==> src/design/acl_pkg.sv <==
// Shared types, constants and a helper function for the IPv4 access list.
package acl_pkg;

  localparam int unsigned MAX_RULES_DEF = 1024;
  localparam int unsigned ADDR_W        = 32;
  localparam int unsigned PLEN_W        = 6;
  localparam int unsigned HIT_IDX_W     = 10;

  localparam logic [PLEN_W-1:0] PLEN_MAX = PLEN_W'(32);

  typedef enum logic [1:0] {
    FUNC_LOAD  = 2'd0,
    FUNC_QUERY = 2'd1,
    FUNC_CLEAR = 2'd2
  } func_e;

  typedef struct packed {
    func_e              func;
    logic               deny;
    logic [ADDR_W-1:0]  address;
    logic [PLEN_W-1:0]  prefix;
  } acl_op_t;

  typedef struct packed {
    logic               deny;
    logic [PLEN_W-1:0]  prefix;
    logic [ADDR_W-1:0]  base;
  } acl_rule_t;

  localparam int unsigned RULE_W = $bits(acl_rule_t);

  function automatic logic [ADDR_W-1:0] prefix_mask(input logic [PLEN_W-1:0] plen);
    logic [ADDR_W-1:0] mask;
    if (plen == '0) begin
      mask = '0;
    end else begin
      mask = {ADDR_W{1'b1}} << (PLEN_MAX - plen);
    end
    return mask;
  endfunction

endpackage

==> src/design/acl_fifo.sv <==
// Two-entry queue of decoded operations between the front end and the back end.
module acl_fifo import acl_pkg::*; (
  input  logic    clk_i,
  input  logic    rst_ni,
  input  logic    in_valid_i,
  output logic    in_ready_o,
  input  acl_op_t in_data_i,
  output logic    out_valid_o,
  input  logic    out_ready_i,
  output acl_op_t out_data_o
);

  acl_op_t    slot_q [2];
  logic       wr_ptr_q, wr_ptr_d;
  logic       rd_ptr_q, rd_ptr_d;
  logic [1:0] count_q, count_d;
  logic       push, pop;

  assign in_ready_o  = (count_q != 2'd2);
  assign out_valid_o = (count_q != 2'd0);
  assign out_data_o  = slot_q[rd_ptr_q];

  assign push = in_valid_i && in_ready_o;
  assign pop  = out_valid_o && out_ready_i;

  always_comb begin
    wr_ptr_d = push ? ~wr_ptr_q : wr_ptr_q;
    rd_ptr_d = pop ? ~rd_ptr_q : rd_ptr_q;
    count_d  = count_q;
    if (push && !pop) begin
      count_d = count_q + 2'd1;
    end else if (pop && !push) begin
      count_d = count_q - 2'd1;
    end
  end

  always_ff @(posedge clk_i or negedge rst_ni) begin
    if (!rst_ni) begin
      wr_ptr_q <= 1'b0;
      rd_ptr_q <= 1'b0;
      count_q  <= 2'd0;
    end else begin
      wr_ptr_q <= wr_ptr_d;
      rd_ptr_q <= rd_ptr_d;
      count_q  <= count_d;
    end
  end

  always_ff @(posedge clk_i) begin
    if (push) begin
      slot_q[wr_ptr_q] <= in_data_i;
    end
  end

endmodule

==> config.mk <==
export PLATFORM = sky130hd
export DESIGN_NAME = acl_fifo
export DESIGN_NICKNAME = d
export VERILOG_FILES = /design/src/design/acl_pkg.sv /design/src/design/acl_fifo.sv
export SDC_FILE = /design/constraint.sdc
export NUM_CORES = 1
export LEC_CHECK = 0
export BUFFER_PORTS_ARGS = -buffer_cell sky130_fd_sc_hd__buf_4
export CAP_MARGIN = 40
export CORE_MARGIN = 2
export CORE_UTILIZATION = 25
export DETAILED_ROUTE_END_ITERATION = 16
export GPL_TIMING_DRIVEN = 0
export MAX_ROUTING_LAYER = met4
export PLACE_DENSITY = 0.55
export SYNTH_ARGS = -nofsm -noshare
export SYNTH_HDL_FRONTEND = slang
export SYNTH_SLANG_ARGS = --single-unit
==> constraint.sdc <==
create_clock -name clk_i -period 3.2 [get_ports clk_i]
set_input_delay 0.32 -clock clk_i [delete_from_list [all_inputs] [get_ports clk_i]]
set_output_delay 0.32 -clock clk_i [all_outputs]
set_load 0.02 [all_outputs]
Word level (Yosys, flattened, before mapping)
Memories as Yosys holds them, arrays and structs flattened.
Cells that the tools add are included.
{"block": "totals", "ff_bits": 4, "ram_bits": 82, "in_bits": 45, "out_inout_bits": 43, "elab_cells": 21, "mem_count": 1}
{"block": "classes", "addsub": 2, "n_eq_ne": 1, "n_mux": 4, "bitwise": 2, "n_reduce_logical": 8}
{"name": "slot_q", "depth": 2, "word_bits": 41, "rd": 1, "rd_clocked_by_memory_dff": 0, "wr": 1, "line_no": "acl_fifo.sv:13", "source": "acl_op_t slot_q [2];"}
{"operator": "logical AND 1 bit", "count": 4}
{"operator": "two-way mux 2 bit", "count": 2}
{"operator": "nonzero test 2 bit", "count": 2}
{"operator": "adder 2 x 1 -> 2 bit, second input constant", "count": 1}
{"operator": "zero test 1 bit", "count": 2}
{"operator": "two-way mux 1 bit", "count": 2}
{"operator": "!= test 2 bit, second input constant", "count": 1}
{"operator": "NOT 1 bit", "count": 2}
{"operator": "subtractor 2 x 1 -> 2 bit, second input constant", "count": 1}

Depth between registers and ports, before layout
Gate-level depths: netlist (run 1).
{"block": "depth", "depth_word": 6, "ltp_mapped": 7, "depth_no_buf": 7}

Least setup slack after synthesis (run 1)
OpenSTA, ideal clock, no wires.
{"block": "synth_path", "kind": "register -> register", "from": "reg count_q[0]", "to": "mem slot_q[0][0] (netlist name) (enable)", "setup_time_ns": 0.439, "arrival_ns": 2.525, "required_ns": 2.761, "setup_slack_ns": 0.235, "stages_incl_launch_ff": 4, "n_path_buf": 0, "period_less_slack_ns": 2.965, "path_cell_list": "dfrtp_1 -> nand2b_1 -> nand2_1 -> nor2_1"}
{"block": "synth_between", "elab_chain_cells": 4}
{"element": "from (decl)", "line_no": "acl_fifo.sv:16", "source": "logic [1:0] count_q, count_d;"}
{"element": "from (signal assigned)", "line_no": "acl_fifo.sv:45", "source": "count_q <= count_d;"}
{"element": "!= test 2 bit", "line_no": "acl_fifo.sv:19", "source": "assign in_ready_o = (count_q != 2'd2);"}
{"element": "via in_ready_o", "line_no": "acl_fifo.sv:6", "source": "output logic in_ready_o,"}
{"element": "logical AND 1 bit", "line_no": "acl_fifo.sv:23", "source": "assign push = in_valid_i && in_ready_o;"}
{"element": "two-way mux 1 bit", "line_no": "acl_fifo.sv:50", "source": "if (push) begin"}
{"element": "two-way mux 1 bit (not written as such)", "line_no": "acl_fifo.sv:51", "source": "slot_q[wr_ptr_q] <= in_data_i;"}
{"element": "to (decl)", "line_no": "acl_fifo.sv:13"}
The timed path passes the listed nets, and every way through them passes these cells.

Worst setup path after layout (run 1)
{"block": "layout_path", "from": "reg count_q[0]", "to": "mem slot_q[0][10] (netlist name) (enable)"}
{"block": "layout_between", "elab_chain_cells": 4}
{"element": "!= test 2 bit", "line_no": "acl_fifo.sv:19"}
{"element": "logical AND 1 bit", "line_no": "acl_fifo.sv:23"}
{"element": "two-way mux 1 bit", "line_no": "acl_fifo.sv:50"}
{"element": "two-way mux 1 bit (not written as such)", "line_no": "acl_fifo.sv:51"}
Every way passes these cells.

==> results.md, run 1 <==
* GRT overflow at 0
* Final nets at 293
* Drt wl/cell at 14.2 µm
* Gp weighted congestion at 0.639
* Residual DRC at 0
* Setup crit end kind: register
* Worst rel slew slack at 60.4%
* RSZ-0062 raised after global routing: no
* CTS max path bufs at 2
* Area leader, netlist: edfxtp_1
* Worst hold slack at 173 ps
* Fin cells at between 400 and 500
* Worst hold start: in_data_i[0]
* Most numerous cell in the Yosys netlist: edfxtp_1
* Clock-pin slew on the worst setup and hold paths at 60 ps
* Yosys warning total at 0
* Final Setup Violations at 0
* Initial antenna violation count at 0
* Post-Syn Area at roughly 3400 µm²
* Syn_nets at between 150 and 200
* Critical R2R Launch: count_q[0]
* Post-DRT Antenna Nets at 0
* Crit path time final at 1800 ps
* Clk root buf: clkbuf_16
* EDFF count, synth at 82
* Crit-path max FO at 25
* Crit path launch: count_q[0]
* Final Hold Viols at 0
* Final HPWL DP at ~4100 µm
* First-pass GRT wire length at 9350 µm
* Boundary Pins at 88
* Async SR Flop Fraction at under 10%
* Fillers at approximately 1300
* DIE AREA at 14400 µm²
* Peak VDD IR at 0.000453 V
* Htree depth at 3
* CTS Buf Count at 9
* Leakage at roughly 1.8 nW
* Pwr Total at 4.29 mW
* Crit path DAT at around 1800 ps
* CP startpoint kind: register
* Vias at between 1500 and 2000
* Vias in the first global route at 1781
* Die W at 120 µm
* Yosys top cell area share at 73.4%
* Seq cells post-synth at 86
* Initial Util at 25.4%
* Drt pass-1 iters at 4
* Pwr/cell area at 943 nW/µm²
* Worst hold path type: input port to register
* Average instance area after synthesis at 23.0 µm²
* Total track usage at 9.22%
* Layout Skew at 6.28 ps
* Post-synthesis sequential area ratio at between 70% and 80%
* Synthesized instance count at between 100 and 150
* WP data required at ~3200 ps
* Layout cells sized above 1 at 59.1%
* Buffers on Ports at 87
* Final worst path period share at 56.3%
* # diodes at 0
* Total Wirelength at ~6000 µm
* Row count at 42
* Area Overhead vs Synth at 35.5%
* Fin. max-slew vios at 0
* Worst skew pair latency at 330 ps
* Vias/cell at 3.84
* Placed Cells at between 400 and 500
* Max cap viols at 0
* Die Ht at about 120 µm
* FMAX at roughly 0.56 GHz
* Core area at 13200 µm²
* Commonest cells post-synth: edfxtp_1, mux2_4, buf_12, dfrtp_1, xnor2_1
* Top cells by area, synth: edfxtp_1, mux2_4, dfrtp_1
* Initial DRC count at 92
* Most used DFF post-synth: edfxtp_1
* Largest net degree at the start of global routing at 27
* Status: finished clean
* Library cells used by synthesis at 15
* CTS tree: built
* Clk sinks at 86
* WS Path Type: register to register
* Worst Tran Pin Value at 593 ps
==> critical path: stages (launching register included) <==
cell and delay, ps:
dfrtp_1 400, nand2b_1 170, nand2_1 140, nor2_4 490
buf_12 280
==> final timing paths <==
kind,to,slack [ps],cells after the start
worst max register to register,slot_q[0][10],1400,4
worst min register to register,count_q[1],510,1
worst min-delay path,slot_q[0][0],170,1
max in group asynchronous,rd_ptr_q,2780,2
min in group asynchronous,count_q[1],320,2
worst max-delay path,slot_q[0][10],1400,4
==> layer usage <==
| metal | vias to the layer above | track usage [%] | wire, µm | share of wire (%) |
|---|---|---|---|---|
| li1 | 768 | - | - | - |
| met1 | 816 | 10.7 | 2630 | 43 |
| met2 | 51 | 14.6 | 3100 | 51 |
| met3 | 8 | 1.76 | 206 | 3.4 |
| met4 | 0 | 6.18 | 135 | 2.2 |
| met5 | - | - | 0 | 0 |
==> cell type report <==
class                      count  area (µm²)  area share (%)
tap                          176         220            4.84
inverter                       1        3.75          0.0825
clock buffer                  12         236            5.20
buffer                         5        91.3            2.01
multi-input combinational     54         707            15.5
timing repair buffer          90         703            15.5
sequential                    86        2560            56.3
clock inverter                 4        23.8           0.523
==> kinds of logic after synthesis <==
group / synth area share [%]
flip-flops: 76.4
multiplexers: 18.1
AND/OR/NAND/NOR: 1.01
buffers and inverters: 2.83
XOR/XNOR: 1.31
adder cells (fa/ha/maj): 0.373
==> report_power, final <==
group | internal (mW) | switching (mW)
Clock | 0.522 | 0.391
Sequential | 1.54 | 0.0734
Combinational | 0.897 | 0.862
==> flip-flops by register name, summed over array words and instances, names as in the netlist <==
signal,flops
rd_ptr_q,1
wr_ptr_q,1
slot_q,82
count_q,2
==> layout by cell type, fill, tap and decap left out <==
cell / n
inv_1: 1
dlygate4sd3_1: 1
nor2_1: 1
clkinvlp_4: 2
dfrtp_1: 4
nor2_4: 1
nand2_1: 2
clkinv_1: 1
and3_2: 1
xor2_1: 2
mux2_4: 39
nand2b_1: 1
edfxtp_1: 82
buf_6: 1
buf_4: 87
ha_1: 1
buf_12: 6
or2_1: 1
mux2_2: 2
clkbuf_16: 9
clkinv_2: 1
xnor2_1: 3
clkbuf_1: 3
==> repair_timing <==
action,in CTS,in global routing
setup endpoints to repair,0,0
hold buffers,1,0
setup buffers,0,0
hold endpoints to repair,4,0
gates resized for setup,0,0
==> per-stage QoR <==
stage	cell area, µm²	util (%)	setup WS, ps	setup TNS (ps)
2_1_floorplan	3360	-	235	0
3_3_place_gp	4230	32.1	-953	-38960
3_5_place_dp	4280	32.4	1380	0
4_1_cts	4550	34.5	1370	0
5_1_grt	4550	34.5	1230	0
6_report	4550	34.5	1400	0
Note: power is estimated with default switching activity, not from simulation.
==> run 2, diff against run 1 <==
Settings changed: ABC_AREA set to 1.
Clock period 3.2 ns to 1.7 ns, I/O delays scaled along.
==> run 2 against run 1 <==
Effect of this change: the flow now finishes with violations (negative setup slack); via count up 23%; clock skew down 1.9 ps; design area up 2.1%; clock power up 100%; first-iteration DRC count down 13%; largest cell class unchanged; largest power group unchanged.
==> results.md, run 2 <==
* Status: complete, but fails checks
* Failing checks: negative setup slack
* Post-DRT Antenna Nets at 0
* Final nets at 397
* CP startpoint kind: register
* Post-synthesis sequential area ratio at approximately 77%
* Top cells by area, synth: edfxtp_1, nand2_1, nand2_2
* Final Setup Violations at 42
* Area Overhead vs Synth at 39.1%
* Library cells used by synthesis at 17
* Async SR Flop Fraction at 4.65%
* Clk sinks at 86
* Post-Syn Area at 3340 µm²
* Reg2Reg Capture Point: slot_q[0][17]
* GRT overflow at 0
* Setup crit end kind: register
* Core area at roughly 13000 µm²
* Final Hold Viols at 0
* Yosys warning total at 0
* FMAX at 0.566 GHz
* Clk root buf: clkbuf_16
* RSZ-0062 raised after global routing: yes
* Largest net degree at the start of global routing at 22
* Die Ht at 120 µm
* Yosys top cell area share at 73.8%
* Synthesized instance count at 243
* Worst Tran Pin Value at 726 ps
* Drt pass-1 iters at 4
* Initial Util at 25.4%
* Postcts setup bufs at 0
* Buffers on Ports at 87
* Most used DFF post-synth: edfxtp_1
* Drt wl/cell at 12.5 µm
* WP data required at roughly 1700 ps
* CTS tree: built
* Max cap viols at 0
* First-pass GRT wire length at roughly 11000 µm
* Worst hold start: in_data_i[23]
* Crit-path max FO at 21
* Most numerous cell in the Yosys netlist: nand2_1
* Biggest regs: slot_q: 82 flops, count_q: 2 flops
* Leakage at 1.95 nW
* Capture endpoint of the worst hold path: slot_q[0][23]
* Layout cells sized above 1 at 38.5%
* Final HPWL DP at 4460 µm
* Die W at 120 µm
* Initial antenna violation count at 0
* CTS max path bufs at 2
* Layout Skew at 4.34 ps
* Largest Register: slot_q
* Worst hold slack at approximately 18 ps
* Crit path launch: count_q[0]
* Crit path time final at 1770 ps
* Pwr/cell area at 1810 nW/µm²
* Worst hold path type: input port to register
* Initial DRC count at 80
* Register-to-register setup slack at -70 ps
* Final WS setup at -68.0 ps
* Total Neg Setup Slack at -2660 ps
* # diodes at 0
* Htree depth at 3
* Total track usage at between 10% and 20%
* CTS Buf Count at 9
* Most common cell after layout, fill and taps aside: nand2_1
* Clock-pin slew on the worst setup and hold paths at 60 ps
* WS Path Type: register to register
* Boundary Pins at 88
* Vias in the first global route at 2123
* Fin. max-slew vios at 0
* Final Util at 35.3%
* Commonest cells post-synth: nand2_1, edfxtp_1, nand2_2
* Max reg flops at 82
* Peak VDD IR at 0.000879 V
* EDFF count, synth at 82
* DIE AREA at between 10000 and 15000 µm²
* Worst skew pair latency at 330 ps
* Row count at 42
* Vias at ~2000
* Seq cells post-synth at between 80 and 90
* Area leader, netlist: edfxtp_1
* Gp weighted congestion at 0.754
* PostCTS Resize Cnt at 0
* Critical R2R Launch: count_q[0]
* Final worst path period share at 104%
* Average instance area after synthesis at 13.7 µm²
* Hold Crit Depth at 1
* Residual DRC at 0
* Most frequent cells in the layout: nand2_1, buf_4, edfxtp_1, nand2_2, clkbuf_16
* Worst rel slew slack at 51.5%
* Crit path DAT at 1800 ps
* Syn_nets at 289
* Total Wirelength at about 6600 µm
* Vias/cell at 3.80
* Reg2Reg Depth at 5
[run 2: cell count changes after synthesis, moves of 2 or more]
| cell | change |
|---|---|
| nand2_1 | +111 |
| mux2_4 | -39 |
| nand2_2 | +18 |
| clkbuf_8 | +4 |
| buf_12 | -3 |
| buf_6 | +3 |
| inv_1 | +3 |
| inv_2 | +2 |
| mux2_2 | -2 |
| nand2_4 | +2 |
| nand3_1 | +2 |
| xnor2_1 | -2 |
| xor2_1 | -2 |
[run 2: worst max-delay path: stages (launching register included)]
cell and delay, ps:
dfrtp_1 410, inv_2 90, nand2_4 70, nand2_4 80, nor2_4 560, buf_16 250
[run 2: how the worst max path moves through the flow]
stage,slack [ps],endpoint,cells past startpoint
after floorplan,-400,slot_q[0][0],4
after global placement,-1140,slot_q[0][13],4
after detailed placement,-110,slot_q[1][19],5
after CTS,-130,slot_q[1][5],5
after global routing,-200,slot_q[0][5],5
final,-70,slot_q[0][17],5
[run 2: power breakdown]
part	internal [mW]	leakage, nW	switching [mW]	total, mW
registers	2.90	0.811	0.137	3.04
clock network	1.12	0.141	0.742	1.86
logic	1.41	1.00	2.11	3.51
[run 2: cell type report]
| class | instances | area [µm²] |
|---|---|---|
| plain buffers | 9 | 120 |
| clock buffers | 10 | 229 |
| clock inverters | 6 | 52.6 |
| fillers | 1324 | 8500 |
| inverters | 7 | 33.8 |
| multi-input cells | 141 | 636 |
| flip-flops and latches | 86 | 2560 |
| well taps | 176 | 220 |
| repair buffers | 97 | 788 |
[run 2: routing by layer]
metal | vias up | global-route usage, % | routed length (µm)
li1 | 1025 | - | -
met1 | 925 | 11.8 | 2980
met2 | 64 | 16.1 | 3110
met3 | 9 | 3.75 | 429
met4 | 0 | 4.85 | 125
met5 | - | - | 0
[run 2: repair_timing]
| action | 4_1_cts | 5_1_grt |
|---|---|---|
| endpoints found under the hold margin | 17 | 0 |
| setup endpoints to repair | 42 | 58 |
| hold buffers | 8 | 0 |
[run 2: logic make-up (layout without fill, tap and decap cells)]
group | after synthesis | after routing | synth area share, %
XOR/XNOR | 2 | 2 | 0.750
AND/OR/NAND/NOR | 138 | 138 | 17.5
flip-flops | 86 | 86 | 76.8
buffers and inverters | 16 | 129 | 4.61
adder cells (fa/ha/maj) | 1 | 1 | 0.375
[run 2: metrics by stage]
stage	power, mW	worst slack (ps)	instances	cell area [µm²]
2_1_floorplan	5.18	-400	243	3340
6_report	8.42	-68.0	532	4640
5_1_grt	8.97	-201	532	4640
4_1_cts	8.60	-126	532	4640
3_3_place_gp	6.56	-1140	506	4220
3_5_place_dp	6.69	-111	508	4280
